--- src/sv/urc_pkg.sv ---
// Shared types and constants of the ultrasonic ranging controller.
`default_nettype none

package urc_pkg;

    // Fixed field widths
    localparam int unsigned US20_W  = 20;
    localparam int unsigned AGE_W   = 32;
    localparam int unsigned PULSE_W = 4;
    localparam int unsigned CFG_IDX_W  = 3;
    localparam int unsigned CFG_DATA_W = 32;

    // Sequencer phases
    typedef enum logic [2:0] {
        PH_IDLE    = 3'd0,
        PH_SETTLE  = 3'd1,
        PH_TLOW    = 3'd2,
        PH_THIGH   = 3'd3,
        PH_CLEAR   = 3'd4,
        PH_RISE    = 3'd5,
        PH_MEASURE = 3'd6
    } t_phase;

    // Configuration register indexes
    typedef enum logic [CFG_IDX_W-1:0] {
        CFG_ALWAYS_ON   = 3'd0,
        CFG_AUTO_CUT    = 3'd1,
        CFG_SETTLE      = 3'd2,
        CFG_ECHO_TMO    = 3'd3,
        CFG_POWER_CUT   = 3'd4
    } t_cfg_idx;

    // Configuration register set
    typedef struct packed {
        logic               always_on;
        logic               auto_cut_enable;
        logic [US20_W-1:0]  settle_us;
        logic [US20_W-1:0]  echo_timeout_us;
        logic [AGE_W-1:0]   power_cut_us;
    } t_cfg;

    // One result word
    typedef struct packed {
        logic               power_enable;
        logic               trigger;
        logic               busy_res;
        logic               result_valid;
        logic               echo_found;
        logic [US20_W-1:0]  echo_width_us;
    } t_result;

    localparam logic [US20_W-1:0] ECHO_TMO_RST  = 20'd30000;
    localparam logic [AGE_W-1:0]  POWER_CUT_RST = 32'hFFFF_FFFF;

endpackage

`default_nettype wire

--- src/sv/urc_tick_if.sv ---
// Input channel: one tick word with echo sample and measure request.
`default_nettype none

interface urc_tick_if;
    logic valid;
    logic ready;
    logic echo_level;
    logic measure_request;

    modport source (output valid, output echo_level, output measure_request, input ready);
    modport sink   (input valid, input echo_level, input measure_request, output ready);
endinterface

`default_nettype wire

--- src/sv/urc_result_if.sv ---
// Output channel: one result word per tick.
`default_nettype none

interface urc_result_if;
    logic        valid;
    logic        ready;
    logic        power_enable;
    logic        trigger;
    logic        busy_res;
    logic        result_valid;
    logic        echo_found;
    logic [19:0] echo_width_us;

    modport source (output valid, output power_enable, output trigger, output busy_res,
                    output result_valid, output echo_found, output echo_width_us,
                    input ready);
    modport sink   (input valid, input power_enable, input trigger, input busy_res,
                    input result_valid, input echo_found, input echo_width_us,
                    output ready);
endinterface

`default_nettype wire

--- src/sv/urc_cfg.sv ---
// Configuration register file of the ranging controller.
`default_nettype none

module urc_cfg
    import urc_pkg::*;
(
    input  wire logic                  i_clk,
    input  wire logic                  i_rst_n,
    input  wire logic                  i_cfg_we,
    input  wire logic [CFG_IDX_W-1:0]  i_cfg_idx,
    input  wire logic [CFG_DATA_W-1:0] i_cfg_wdata,
    output t_cfg                       o_cfg
);

    t_cfg r_cfg;

    // Write the addressed register; unknown indexes drop the word
    always_ff @(posedge i_clk) begin
        if (!i_rst_n) begin
            r_cfg.always_on       <= 1'b0;
            r_cfg.auto_cut_enable <= 1'b0;
            r_cfg.settle_us       <= '0;
            r_cfg.echo_timeout_us <= ECHO_TMO_RST;
            r_cfg.power_cut_us    <= POWER_CUT_RST;
        end else if (i_cfg_we) begin
            unique case (t_cfg_idx'(i_cfg_idx))
                CFG_ALWAYS_ON: r_cfg.always_on       <= i_cfg_wdata[0];
                CFG_AUTO_CUT:  r_cfg.auto_cut_enable <= i_cfg_wdata[0];
                CFG_SETTLE:    r_cfg.settle_us       <= i_cfg_wdata[US20_W-1:0];
                CFG_ECHO_TMO:  r_cfg.echo_timeout_us <= i_cfg_wdata[US20_W-1:0];
                CFG_POWER_CUT: r_cfg.power_cut_us    <= i_cfg_wdata[AGE_W-1:0];
                default: ;
            endcase
        end
    end

    assign o_cfg = r_cfg;

endmodule

`default_nettype wire

--- src/sv/urc_seq.sv ---
// Ranging sequencer: power, trigger pulse, edge waits and echo width count.
`default_nettype none

module urc_seq
    import urc_pkg::*;
#(
    parameter int unsigned TRIG_LOW_US  = 2,
    parameter int unsigned TRIG_HIGH_US = 10
) (
    input  wire logic i_clk,
    input  wire logic i_rst_n,
    input  wire logic i_acc,
    input  wire logic i_echo,
    input  wire logic i_req,
    input  wire t_cfg i_cfg,
    output t_result   o_res
);

    localparam logic [PULSE_W-1:0] LOW_TICKS  = PULSE_W'(TRIG_LOW_US);
    localparam logic [PULSE_W-1:0] HIGH_TICKS = PULSE_W'(TRIG_HIGH_US);

    t_phase             r_phase, n_phase;
    logic               r_powered, n_powered;
    logic [US20_W-1:0]  r_pwr_age, n_pwr_age;
    logic [AGE_W-1:0]   r_idle_age, n_idle_age;
    logic [US20_W-1:0]  r_wait, n_wait;
    logic [US20_W-1:0]  r_high, n_high;
    logic [PULSE_W-1:0] r_pulse, n_pulse;

    logic              trig, done, found;
    logic [US20_W-1:0] width;

    // Hold state between ticks, advance on each accepted word
    always_ff @(posedge i_clk) begin
        if (!i_rst_n) begin
            r_phase    <= PH_IDLE;
            r_powered  <= 1'b0;
            r_pwr_age  <= '0;
            r_idle_age <= '0;
            r_wait     <= '0;
            r_high     <= '0;
            r_pulse    <= '0;
        end else if (i_acc) begin
            r_phase    <= n_phase;
            r_powered  <= n_powered;
            r_pwr_age  <= n_pwr_age;
            r_idle_age <= n_idle_age;
            r_wait     <= n_wait;
            r_high     <= n_high;
            r_pulse    <= n_pulse;
        end
    end

    // Next state and result of one tick
    always_comb begin
        n_phase    = r_phase;
        n_powered  = r_powered;
        n_pwr_age  = r_pwr_age;
        n_idle_age = r_idle_age;
        n_wait     = r_wait;
        n_high     = r_high;
        n_pulse    = r_pulse;
        trig       = 1'b0;
        done       = 1'b0;
        found      = 1'b0;
        width      = '0;

        unique case (r_phase)
            PH_IDLE: begin
                // Forced power or idle cut, then the request may power up again
                if (i_cfg.always_on) begin
                    if (!n_powered) begin
                        n_powered  = 1'b1;
                        n_pwr_age  = '0;
                        n_idle_age = '0;
                    end
                end else if (i_cfg.auto_cut_enable && n_powered &&
                             (n_idle_age >= i_cfg.power_cut_us)) begin
                    n_powered = 1'b0;
                end
                if (i_req) begin
                    if (!n_powered) begin
                        n_powered  = 1'b1;
                        n_pwr_age  = '0;
                        n_idle_age = '0;
                    end
                    n_phase = PH_SETTLE;
                end
            end
            PH_SETTLE: begin
                if (r_pwr_age >= i_cfg.settle_us) begin
                    n_phase = PH_TLOW;
                    n_pulse = '0;
                end
            end
            PH_TLOW: begin
                n_pulse = r_pulse + 1'b1;
                if (n_pulse >= LOW_TICKS) begin
                    n_phase = PH_THIGH;
                    n_pulse = '0;
                end
            end
            PH_THIGH: begin
                trig    = 1'b1;
                n_pulse = r_pulse + 1'b1;
                if (n_pulse >= HIGH_TICKS) begin
                    n_phase = PH_CLEAR;
                    n_wait  = '0;
                end
            end
            PH_CLEAR, PH_RISE: begin
                // A low sample in the clear wait counts at once as a rise-wait sample
                if (r_phase == PH_CLEAR && i_echo) begin
                    if (r_wait >= i_cfg.echo_timeout_us) done = 1'b1;
                    else n_wait = r_wait + 1'b1;
                end else if (!i_echo) begin
                    n_phase = PH_RISE;
                    if (r_wait >= i_cfg.echo_timeout_us) done = 1'b1;
                    else n_wait = r_wait + 1'b1;
                end else begin
                    n_phase = PH_MEASURE;
                    n_high  = US20_W'(1);
                end
            end
            PH_MEASURE: begin
                if (i_echo) begin
                    if (r_high >= i_cfg.echo_timeout_us) done = 1'b1;
                    else n_high = r_high + 1'b1;
                end else begin
                    done  = 1'b1;
                    found = 1'b1;
                    width = r_high;
                end
            end
            default: n_phase = PH_IDLE;
        endcase

        if (done) begin
            n_phase    = PH_IDLE;
            n_idle_age = '0;
        end

        // Saturating ages while powered
        if (n_powered) begin
            if (n_pwr_age != '1)  n_pwr_age  = n_pwr_age + 1'b1;
            if (n_idle_age != '1) n_idle_age = n_idle_age + 1'b1;
        end
    end

    assign o_res.power_enable  = n_powered;
    assign o_res.trigger       = trig;
    assign o_res.busy_res      = (n_phase != PH_IDLE);
    assign o_res.result_valid  = done;
    assign o_res.echo_found    = found;
    assign o_res.echo_width_us = width;

    // Power never drops during a sequence
    a_power_held: assert property (@(posedge i_clk) disable iff (!i_rst_n)
        (i_acc && r_phase != PH_IDLE && r_powered) |=> r_powered)
        else $error("sensor power dropped during a measurement");

    // A request on an idle tick starts the settle wait
    a_req_starts: assert property (@(posedge i_clk) disable iff (!i_rst_n)
        (i_acc && r_phase == PH_IDLE && i_req) |=> (r_phase == PH_SETTLE && r_powered))
        else $error("measure request did not start a sequence");

    // The trigger pulse is followed by the clear wait with a fresh counter
    a_trig_end: assert property (@(posedge i_clk) disable iff (!i_rst_n)
        (i_acc && r_phase == PH_THIGH && n_phase == PH_CLEAR) |=> (r_wait == '0))
        else $error("edge wait counter not cleared after trigger");

endmodule

`default_nettype wire

--- src/sv/urc_skid.sv ---
// Output register with one skid word between sequencer and result channel.
`default_nettype none

module urc_skid
    import urc_pkg::*;
(
    input  wire logic    i_clk,
    input  wire logic    i_rst_n,
    input  wire logic    i_push,
    input  wire t_result i_data,
    output logic         o_space,
    output logic         o_valid,
    input  wire logic    i_ready,
    output t_result      o_data
);

    logic    r_out_valid, r_skid_valid;
    t_result r_out, r_skid;
    logic    pop;

    assign pop     = r_out_valid && i_ready;
    assign o_space = !r_skid_valid;
    assign o_valid = r_out_valid;
    assign o_data  = r_out;

    // Control: output word valid and skid word valid
    always_ff @(posedge i_clk) begin
        if (!i_rst_n) begin
            r_out_valid  <= 1'b0;
            r_skid_valid <= 1'b0;
        end else if (r_skid_valid) begin
            if (pop) r_skid_valid <= 1'b0;
        end else if (i_push) begin
            if (r_out_valid && !pop) r_skid_valid <= 1'b1;
            r_out_valid <= 1'b1;
        end else if (pop) begin
            r_out_valid <= 1'b0;
        end
    end

    // Payload: refill the output from the skid first, else from the sequencer
    always_ff @(posedge i_clk) begin
        if (r_skid_valid) begin
            if (pop) r_out <= r_skid;
        end else if (i_push) begin
            if (!r_out_valid || pop) r_out  <= i_data;
            else                     r_skid <= i_data;
        end
    end

    // The skid word only exists behind a waiting output word
    a_skid_behind: assert property (@(posedge i_clk) disable iff (!i_rst_n)
        r_skid_valid |-> r_out_valid)
        else $error("skid word held with empty output register");

    // A stalled output word is kept
    a_no_loss: assert property (@(posedge i_clk) disable iff (!i_rst_n)
        (r_out_valid && !i_ready) |=> r_out_valid)
        else $error("result word lost under stall");

endmodule

`default_nettype wire

--- src/sv/ultrasonic_ranging_controller_top.sv ---
// Top level of the ultrasonic ranging controller.
//
//  channel     dir  handshake            word contents
//  i_tick_ch   in   valid / ready        echo_level, measure_request
//  o_res_ch    out  valid / ready        power_enable, trigger, busy_res,
//                                        result_valid, echo_found, echo_width_us
//  cfg port    in   i_cfg_we (no wait)   i_cfg_idx, i_cfg_wdata
//
// One tick word is taken every clock cycle while no skid word is held; its result
// word is registered. The sequencer state updates in a single pass per word.
// A stalled result channel fills the output register and then the skid word;
// input ready drops only while the skid word is held.
// Synchronous active-low reset: power off, phase idle, registers at reset values.
`default_nettype none

module ultrasonic_ranging_controller_top
    import urc_pkg::*;
#(
    parameter int unsigned TRIG_LOW_US  = 2,
    parameter int unsigned TRIG_HIGH_US = 10
) (
    input  wire logic                  i_clk,
    input  wire logic                  i_rst_n,
    urc_tick_if.sink                   i_tick_ch,
    urc_result_if.source               o_res_ch,
    input  wire logic                  i_cfg_we,
    input  wire logic [CFG_IDX_W-1:0]  i_cfg_idx,
    input  wire logic [CFG_DATA_W-1:0] i_cfg_wdata
);

    t_cfg    cfg;
    t_result seq_res, out_res;
    logic    space, acc;

    assign i_tick_ch.ready = space;
    assign acc = i_tick_ch.valid && space;

    urc_cfg u_cfg (
        .i_clk       (i_clk),
        .i_rst_n     (i_rst_n),
        .i_cfg_we    (i_cfg_we),
        .i_cfg_idx   (i_cfg_idx),
        .i_cfg_wdata (i_cfg_wdata),
        .o_cfg       (cfg)
    );

    urc_seq #(
        .TRIG_LOW_US  (TRIG_LOW_US),
        .TRIG_HIGH_US (TRIG_HIGH_US)
    ) u_seq (
        .i_clk   (i_clk),
        .i_rst_n (i_rst_n),
        .i_acc   (acc),
        .i_echo  (i_tick_ch.echo_level),
        .i_req   (i_tick_ch.measure_request),
        .i_cfg   (cfg),
        .o_res   (seq_res)
    );

    urc_skid u_skid (
        .i_clk   (i_clk),
        .i_rst_n (i_rst_n),
        .i_push  (acc),
        .i_data  (seq_res),
        .o_space (space),
        .o_valid (o_res_ch.valid),
        .i_ready (o_res_ch.ready),
        .o_data  (out_res)
    );

    // Unpack the result word onto the channel
    assign o_res_ch.power_enable  = out_res.power_enable;
    assign o_res_ch.trigger       = out_res.trigger;
    assign o_res_ch.busy_res      = out_res.busy_res;
    assign o_res_ch.result_valid  = out_res.result_valid;
    assign o_res_ch.echo_found    = out_res.echo_found;
    assign o_res_ch.echo_width_us = out_res.echo_width_us;

endmodule

`default_nettype wire
--- src/flat_wrapper.sv ---
// flat-port wrapper written by rule: the top's interface ports become plain ports
module ultrasonic_ranging_controller_top_flat import urc_pkg::*;
#(
    parameter int unsigned TRIG_LOW_US  = 2,
    parameter int unsigned TRIG_HIGH_US = 10
)
  (i_clk, i_rst_n, i_cfg_we, i_cfg_idx, i_cfg_wdata, i_tick_ch_valid, i_tick_ch_echo_level, i_tick_ch_measure_request, i_tick_ch_ready, o_res_ch_valid, o_res_ch_power_enable, o_res_ch_trigger, o_res_ch_busy_res, o_res_ch_result_valid, o_res_ch_echo_found, o_res_ch_echo_width_us, o_res_ch_ready);
  urc_tick_if i_tick_ch_i ();
  urc_result_if o_res_ch_i ();
  input  wire logic i_clk;
  input  wire logic i_rst_n;
  input  wire logic i_cfg_we;
  input  wire logic [CFG_IDX_W-1:0] i_cfg_idx;
  input  wire logic [CFG_DATA_W-1:0] i_cfg_wdata;
  input wire logic [$bits(i_tick_ch_i.valid)-1:0] i_tick_ch_valid;
  input wire logic [$bits(i_tick_ch_i.echo_level)-1:0] i_tick_ch_echo_level;
  input wire logic [$bits(i_tick_ch_i.measure_request)-1:0] i_tick_ch_measure_request;
  output wire logic [$bits(i_tick_ch_i.ready)-1:0] i_tick_ch_ready;
  output wire logic [$bits(o_res_ch_i.valid)-1:0] o_res_ch_valid;
  output wire logic [$bits(o_res_ch_i.power_enable)-1:0] o_res_ch_power_enable;
  output wire logic [$bits(o_res_ch_i.trigger)-1:0] o_res_ch_trigger;
  output wire logic [$bits(o_res_ch_i.busy_res)-1:0] o_res_ch_busy_res;
  output wire logic [$bits(o_res_ch_i.result_valid)-1:0] o_res_ch_result_valid;
  output wire logic [$bits(o_res_ch_i.echo_found)-1:0] o_res_ch_echo_found;
  output wire logic [$bits(o_res_ch_i.echo_width_us)-1:0] o_res_ch_echo_width_us;
  input wire logic [$bits(o_res_ch_i.ready)-1:0] o_res_ch_ready;
  assign i_tick_ch_i.valid = i_tick_ch_valid;
  assign i_tick_ch_i.echo_level = i_tick_ch_echo_level;
  assign i_tick_ch_i.measure_request = i_tick_ch_measure_request;
  assign i_tick_ch_ready = i_tick_ch_i.ready;
  assign o_res_ch_valid = o_res_ch_i.valid;
  assign o_res_ch_power_enable = o_res_ch_i.power_enable;
  assign o_res_ch_trigger = o_res_ch_i.trigger;
  assign o_res_ch_busy_res = o_res_ch_i.busy_res;
  assign o_res_ch_result_valid = o_res_ch_i.result_valid;
  assign o_res_ch_echo_found = o_res_ch_i.echo_found;
  assign o_res_ch_echo_width_us = o_res_ch_i.echo_width_us;
  assign o_res_ch_i.ready = o_res_ch_ready;
  ultrasonic_ranging_controller_top #(.TRIG_LOW_US(TRIG_LOW_US), .TRIG_HIGH_US(TRIG_HIGH_US)) u_core (.i_clk(i_clk), .i_rst_n(i_rst_n), .i_tick_ch(i_tick_ch_i), .o_res_ch(o_res_ch_i), .i_cfg_we(i_cfg_we), .i_cfg_idx(i_cfg_idx), .i_cfg_wdata(i_cfg_wdata));
endmodule
--- config.mk ---
export PLATFORM = sky130hd
export DESIGN_NAME = ultrasonic_ranging_controller_top_flat
export DESIGN_NICKNAME = d
export VERILOG_FILES = /design/src/sv/urc_pkg.sv /design/src/sv/urc_tick_if.sv /design/src/sv/urc_result_if.sv /design/src/sv/urc_cfg.sv /design/src/sv/urc_seq.sv /design/src/sv/urc_skid.sv /design/src/sv/ultrasonic_ranging_controller_top.sv /design/src/flat_wrapper.sv
export SDC_FILE = /design/constraint.sdc
export NUM_CORES = 1
export LEC_CHECK = 0
export BUFFER_PORTS_ARGS = -buffer_cell sky130_fd_sc_hd__buf_2
export CAP_MARGIN = 40
export CORE_MARGIN = 2
export CORE_UTILIZATION = 50
export DETAILED_ROUTE_END_ITERATION = 8
export GPL_ROUTABILITY_DRIVEN = 0
export MAX_ROUTING_LAYER = met4
export PLACE_DENSITY = 0.68
export SKIP_CTS_REPAIR_TIMING = 1
export SLEW_MARGIN = 20
export SYNTH_ARGS = -nofsm -noshare
export SYNTH_HDL_FRONTEND = slang
export SYNTH_HIERARCHICAL = 1
export SYNTH_SLANG_ARGS = --single-unit
export TNS_END_PERCENT = 30
--- constraint.sdc ---
create_clock -name i_clk -period 12 [get_ports i_clk]
set_clock_uncertainty 0.05 [all_clocks]
set_input_delay 0 -clock i_clk [delete_from_list [all_inputs] [get_ports i_clk]]
set_output_delay 0 -clock i_clk [all_outputs]
set_load 0.02 [all_outputs]
After elaboration in Yosys (flattened, before gate mapping)
Cells that the tools add are included.
{ "word_totals": {"word_cells": 152, "output_inout_bits": 27, "input_bits": 42, "ff_bits": 226} }
{ "classes": {"eq_ne": 20, "addsub": 5, "bitwise": 2, "order_cmp": 6, "n_reduce_logical": 31, "n_mux": 62} }
{ "op_table": {"columns": ["op", "count"], "rows": [
  ["2-to-1 mux 20 bit", 17],
  ["2-to-1 mux 32 bit", 8],
  ["2-to-1 mux 25 bit", 4],
  ["one-hot mux 20 bit (2 select lines)", 2],
  ["adder 20 x 1 -> 20 bit (second input constant)", 3],
  [">= comparator 20 bit", 3],
  ["adder 32 x 1 -> 32 bit (second input constant)", 1],
  [">= comparator 32 bit", 1],
  ["!= test 32 bit (second input constant)", 1],
  ["!= test 20 bit (second input constant)", 1],
  ["2-to-1 mux 1 bit", 19],
  ["2-to-1 mux 3 bit", 6],
  ["one-hot mux 3 bit (6 select lines)", 1],
  ["equality test 3 x 2 -> 1 bit (second input constant)", 4],
  ["equality test 3 bit (second input constant)", 4],
  ["!= test 2 bit (second input constant)", 6],
  ["one-hot mux 4 bit (3 select lines)", 1],
  ["AND reduction 2 bit", 6],
  ["nonzero test 2 bit", 5],
  ["AND reduction 3 bit", 3],
  ["2-to-1 mux 4 bit", 2],
  ["equality test 3 x 1 -> 1 bit (second input constant)", 2],
  ["logical AND 1 bit", 6],
  ["zero test 3 bit", 2],
  ["14 further kinds", 18]
]} }

Longest topological paths before layout
{ "depth": {"depth_word": 12, "mapped_depth": 20, "mapped_depth_nobuf": 18} }

Cells and area by module
Netlist, hierarchy kept.
{ "by_module_without_submodules": {"columns": ["module", "n_inst", "cells_each", "area_per_inst_um2", "seq_area_each_um2"], "rows": [
  ["urc_seq", 1, 1037, 8017.7, 2001.9],
  ["urc_cfg", 1, 304, 3086.7, 1481.4],
  ["urc_skid", 1, 92, 1926.8, 1541.5],
  ["ultrasonic_ranging_controller_top", 1, 1, 6.3, 0.0]
]} }

Least setup slack after synthesis
No wires, ideal clock.
{ "synth_path": {"kind": "flip-flop to flip-flop", "start": "register u_core.u_seq.r_idle_age[0]", "end": "register u_core.u_seq.r_idle_age[19]", "slack_ns": 7.341, "arrival_time_ns": 4.492, "setup_ns": 0.116, "path_stages_with_launch": 21, "t_required_ns": 11.834, "path_cell_list": "dfxtp_1 -> inv_1 -> ha_1 -> nand2b_4 -> a2111oi_4 -> nand4b_1 -> o211ai_2 -> a211o_1 -> buf_6 -> nor3_2 -> clkbuf_1 -> and2_1 -> ha_1 -> nand3_1 -> nor4_2 -> nand4_1 -> nor2_1 -> clkbuf_1 -> nor3_1 -> nor4b_1 -> a31o_2"} }
{ "synth_between": {"elab_chain_len": 12, "word_cells_on_any_way": 17, "cone_classes": "add/sub: 1; order compare: 1; eq/ne: 1; mux: 13; reduce/logical: 1"} }
{ "synth_rtl": {"columns": ["item", "line", "rtl"], "rows": [
  ["start, declared", "urc_seq.sv:25", "logic [AGE_W-1:0] r_idle_age, n_idle_age;"],
  ["start signal, assigned", "urc_seq.sv:47", "r_idle_age <= n_idle_age;"],
  [">= comparator 32 bit", "urc_seq.sv:78", "(n_idle_age >= i_cfg.power_cut_us)) begin"],
  ["logical AND 1 bit", "urc_seq.sv:77", "end else if (i_cfg.auto_cut_enable && n_powered &&"],
  ["2-to-1 mux 1 bit", "urc_seq.sv:77", null],
  ["2-to-1 mux 1 bit", "urc_seq.sv:71", "if (i_cfg.always_on) begin"],
  ["2-to-1 mux 1 bit", "urc_seq.sv:68", "unique case (r_phase)"],
  ["2-to-1 mux 32 bit", "urc_seq.sv:82", "if (!n_powered) begin"],
  ["2-to-1 mux 32 bit", "urc_seq.sv:81", "if (i_req) begin"],
  ["2-to-1 mux 32 bit", "urc_seq.sv:68", null],
  ["2-to-1 mux 32 bit", "urc_seq.sv:138", "if (done) begin"],
  ["adder 32 x 1 -> 32 bit / != test 32 bit (equally long branches)", "urc_seq.sv:146", "if (n_idle_age != '1) n_idle_age = n_idle_age + 1'b1;"],
  ["2-to-1 mux 32 bit", "urc_seq.sv:146", null],
  ["2-to-1 mux 32 bit (*)", "urc_seq.sv:144", "if (n_powered) begin"]
]} }
Every way passes the cells marked *; elsewhere a longest branch is shown, timed or not. The select of a mux whose other input is x is not followed.
A chain may end at the register's enable or synchronous reset.

Final worst setup path
{ "layout_path": {"start": "register u_core.u_seq.r_wait[2]", "end": "register u_core.u_seq.r_idle_age[19]"} }
{ "layout_between": {"elab_chain_len": 9, "word_cells_on_any_way": 10, "cone_classes": "add/sub: 1; order compare: 1; eq/ne: 1; mux: 7"} }
{ "layout_rtl": {"columns": ["item", "line", "rtl"], "rows": [
  ["start, declared", "urc_seq.sv:26", "logic [US20_W-1:0] r_wait, n_wait;"],
  ["start signal, assigned", "urc_seq.sv:48", "r_wait <= n_wait;"],
  [">= comparator 20 bit (*)", "urc_seq.sv:114, urc_seq.sv:118", null],
  ["2-to-1 mux 1 bit (*)", "urc_seq.sv:114, urc_seq.sv:118", null],
  ["2-to-1 mux 1 bit", "urc_seq.sv:116", "end else if (!i_echo) begin"],
  ["2-to-1 mux 1 bit (*)", "urc_seq.sv:113", "if (r_phase == PH_CLEAR && i_echo) begin"],
  ["one-hot mux 1 bit (2 select lines) (*)", "urc_seq.sv:68", null],
  ["2-to-1 mux 32 bit (*)", "urc_seq.sv:138", null],
  ["adder 32 x 1 -> 32 bit / != test 32 bit (equally long branches)", "urc_seq.sv:146", null],
  ["2-to-1 mux 32 bit", "urc_seq.sv:146", null],
  ["2-to-1 mux 32 bit (*)", "urc_seq.sv:144", null]
]} }
Every way passes the cells marked *; elsewhere a longest branch is shown, timed or not.

==> flow_summary_export.csv <==
group,metric,value,unit
place,dp.cells,1776,
floorplanning,die_area,27400,um^2
drt,firstDrtPassIters,5,
final_layout,nFillCells,2293,
outcome,status,"complete, no violations",
timing,rsz0062_at_grt,"no",
critical_path,worstSetupStartpointType,"register",
hold_path,min_to,"u_core/u_seq/r_phase[0]",
critical_path,cp_max_fo,26,
final_layout,num_antenna_cells,0,
critical_path,cp.arrival,5680,ps
floorplanning,pin_count,69,
critical_path,worstRegToRegCells,18,
final_layout,final_cell_mix,"dfxtp_1 (176), nand2_1 (136), inv_1 (98), ha_1 (98), mux2i_1 (83)",
timing,slew_headroom,44.9,%
hold_path,hold_start,"i_tick_ch_measure_request",
hold_path,hold_depth,5,
grt,overflow,0,
grt,antenna_found_initial,0,
yosys,synth_warnings,6,
yosys,synth_cell_types,78,
timing,whs,41.2,ps
pwr,ir_drop,0.0934,mV
yosys,synth_area,13000,um^2
timing,fin_ws,6690,ps
final_layout,areaGrowthSynthToFinish,13.4,%
timing,setup_tns,0,ps
cts,numClockSinks,226,
critical_path,cp-end-kind,"register",
floorplanning,core_area,25800,um^2
grt,grt_max_degree,90,
run,cap_violations,0,
pwr,power_density,118,nW/um^2
timing,finalSetupViolCount,0,
yosys,synth_edf_count,50,
pwr,cellLeakagePower,6.02,nW
final_layout,layout-drive-gt1-share,11.5,%
cts,root_buffer,"clkbuf_16",
critical_path,worstReg2RegEnd,"u_core/u_seq/r_idle_age[19]",
cts,clock_path_buffers,3,
yosys,syn_inst,1434,
floorplanning,fp-row-count,59,
pwr,p_total,1.74,mW
final_layout,fin_area,14800,um^2
cts,numCtsBuffers,24,
grt,grt_usage,25.7,%
place,dp_hpwl,24.2,mm
place,dp_worst_setup_slack,6710,ps
cts,cts_tree,"yes",
yosys,synth.avg_cell_area,9.09,um^2
critical_path,r2r_setup_slack,6690,ps
yosys,ys_seq_area_share,38.5,%
grt,grt_pass1_vias,10354,
drt,post_drt_wl_per_cell,18.3,um
timing,finalMaxSlewViolations,0,
floorplanning,start_util,50.5,%
grt,grt_pass1_wl,54.2,mm
place,dpl-instance-area,13500,um^2
cts,clk_latency,530,ps
final_layout,fin_util,57.2,%
timing,hold_viol_final,0,
timing,max_freq,0.188,GHz
timing,fin_crit_sh,44.2,%
floorplanning,die_h,165,um
yosys,syn-num-nets,1574,
drt,routed_wl,34.2,mm
cts,clk_pin_slew,60,ps
critical_path,r2r-start,"u_core/u_seq/r_wait[2]",
drt,ant_nets,0,
place,port_buffers,68,
critical_path,crit_required,12370,ps
drt,drc_errors,0,
yosys,synth_ff_type,"dfxtp_1",
yosys,ys_seq_elements,226,
drt,drt_iter0_drc,779,
hold_path,hold_class,"input pin to register",
final_layout,fin_nets,1651,
final_layout,stdcell_count,1864,
drt,routed_via_density,5.86,
timing,tightest_slew,820,ps
drt,num_vias,10920,
yosys,async_flop_share,0,%
timing,post-route-min-period,5310,ps
critical_path,crit_type,"register to register",
final_layout,layout_commonest_cell,"dfxtp_1",
floorplanning,die_w,165,um
cts,cts.htree.levels,1,
[kinds of logic (layout without fill, tap and decap cells)]
family | count (synthesis) | count (layout) | share of synthesized area [%]
and+or+nand+nor | 541 | 541 | 22.3
adders and majority gates | 98 | 98 | 9.41
buffers and inverters | 176 | 271 | 5.93
AOI/OAI and AO/OA | 257 | 257 | 13.4
muxes | 109 | 109 | 8.62
DFF | 226 | 226 | 38.5
xor gates and xnor gates | 27 | 27 | 1.81
[worst max-delay path, cell delays in order (launching register included)]
cell and delay [ps]:
dfxtp_1 410, ha_1 280, a211o_1 300, a31oi_1 170, o221ai_1 190, a211o_1 370
and4_1 210, nor3_2 170, buf_4 330, and2_1 190, ha_1 200, nand3_1 180
nor4_2 780, nand4_1 200, nor2_1 410, buf_4 260, nor3_1 70, nor4b_1 190
a31o_2 230
[Yosys cell counts (4+ instances only)]
cell | n | area share [%]
a31o_2 | 6 | 0.40
a211o_1 | 8 | 0.54
dfxtp_1 | 176 | 27
a21o_1 | 9 | 0.52
and2_1 | 34 | 1.6
nand4b_1 | 6 | 0.40
o21ai_0 | 47 | 1.8
xor2_1 | 24 | 1.6
or3_1 | 11 | 0.53
nor3_1 | 15 | 0.58
buf_4 | 8 | 0.46
nor2_1 | 78 | 2.2
or4_1 | 12 | 0.69
and3_1 | 23 | 1.1
nor4_1 | 12 | 0.58
o2111ai_1 | 10 | 0.67
nor2b_1 | 76 | 3.6
o21a_1 | 7 | 0.40
ha_1 | 98 | 9.4
a21oi_1 | 80 | 3.1
nand2b_1 | 10 | 0.48
o221ai_1 | 5 | 0.34
o41ai_1 | 6 | 0.40
a211oi_1 | 11 | 0.63
o311ai_1 | 4 | 0.27
edfxtp_1 | 50 | 12
a2111o_1 | 7 | 0.60
a31oi_1 | 12 | 0.58
inv_1 | 98 | 2.8
nand3_1 | 49 | 1.9
and4_1 | 7 | 0.47
nor4b_1 | 6 | 0.40
buf_6 | 10 | 0.86
o211ai_1 | 9 | 0.52
a41oi_1 | 5 | 0.34
buf_2 | 6 | 0.23
mux2i_1 | 83 | 6.4
mux2_2 | 26 | 2.2
nand2_1 | 136 | 3.9
nand4_1 | 43 | 2.1
clkbuf_1 | 50 | 1.4
[state kept, by name (all words and copies together), names as in the netlist]
| name | flops |
|---|---|
| u_core/u_seq/r_pulse | 4 |
| u_core/u_seq/r_phase | 3 |
| u_core/u_seq/r_powered | 1 |
| u_core/u_skid/o_data | 25 |
| u_core/u_seq/r_pwr_age | 20 |
| u_core/u_skid/r_skid_valid | 1 |
| u_core/u_seq/r_wait | 20 |
| u_core/u_seq/r_idle_age | 32 |
| u_core/u_cfg/o_cfg | 74 |
| u_core/u_seq/r_high | 20 |
| u_core/u_skid/o_valid | 1 |
| u_core/u_skid/r_skid | 25 |
[cell type report]
class	count	area [um^2]	area share, %
clock buffers	37	711	4.81
clock inverters	7	85.1	0.575
well taps	335	419	2.83
flip-flops and latches	226	5020	34.0
repair buffers	128	920	6.22
inverters	99	372	2.51
multi-input cells	1032	7250	49.1
[metal layers]
metal  global-route usage [%]  vias to the layer above  wire length (um)
met5                        -                        -                 0
met4                     9.56                        0              1360
met3                     2.57                       77              1470
met2                     43.9                      298             16700
met1                     31.6                     5223             14600
li1                         -                     5322                 -
[worst max path at each step]
stage	from	cells after the start	slack [ps]	end
after floorplan	u_core/u_seq/r_idle_age[0]	20	7340	u_core/u_seq/r_idle_age[19]
after global placement	u_core/u_cfg/o_cfg[34]	18	6900	u_core/u_seq/r_idle_age[25]
after detailed placement	u_core/u_seq/r_wait[2]	17	6710	u_core/u_seq/r_idle_age[25]
after CTS	u_core/u_cfg/o_cfg[34]	18	6680	u_core/u_seq/r_idle_age[25]
after global routing	u_core/u_cfg/o_cfg[34]	18	6340	u_core/u_seq/r_idle_age[19]
final	u_core/u_seq/r_wait[2]	18	6690	u_core/u_seq/r_idle_age[19]
[where the power goes]
group          leakage, nW  switching [mW]  internal [mW]  total (mW)
Sequential            1.88         0.00982          0.799       0.809
Clock                0.394           0.305          0.449       0.755
Combinational         3.75           0.112         0.0637       0.176
No activity file was read; power rests on OpenSTA's default activity.
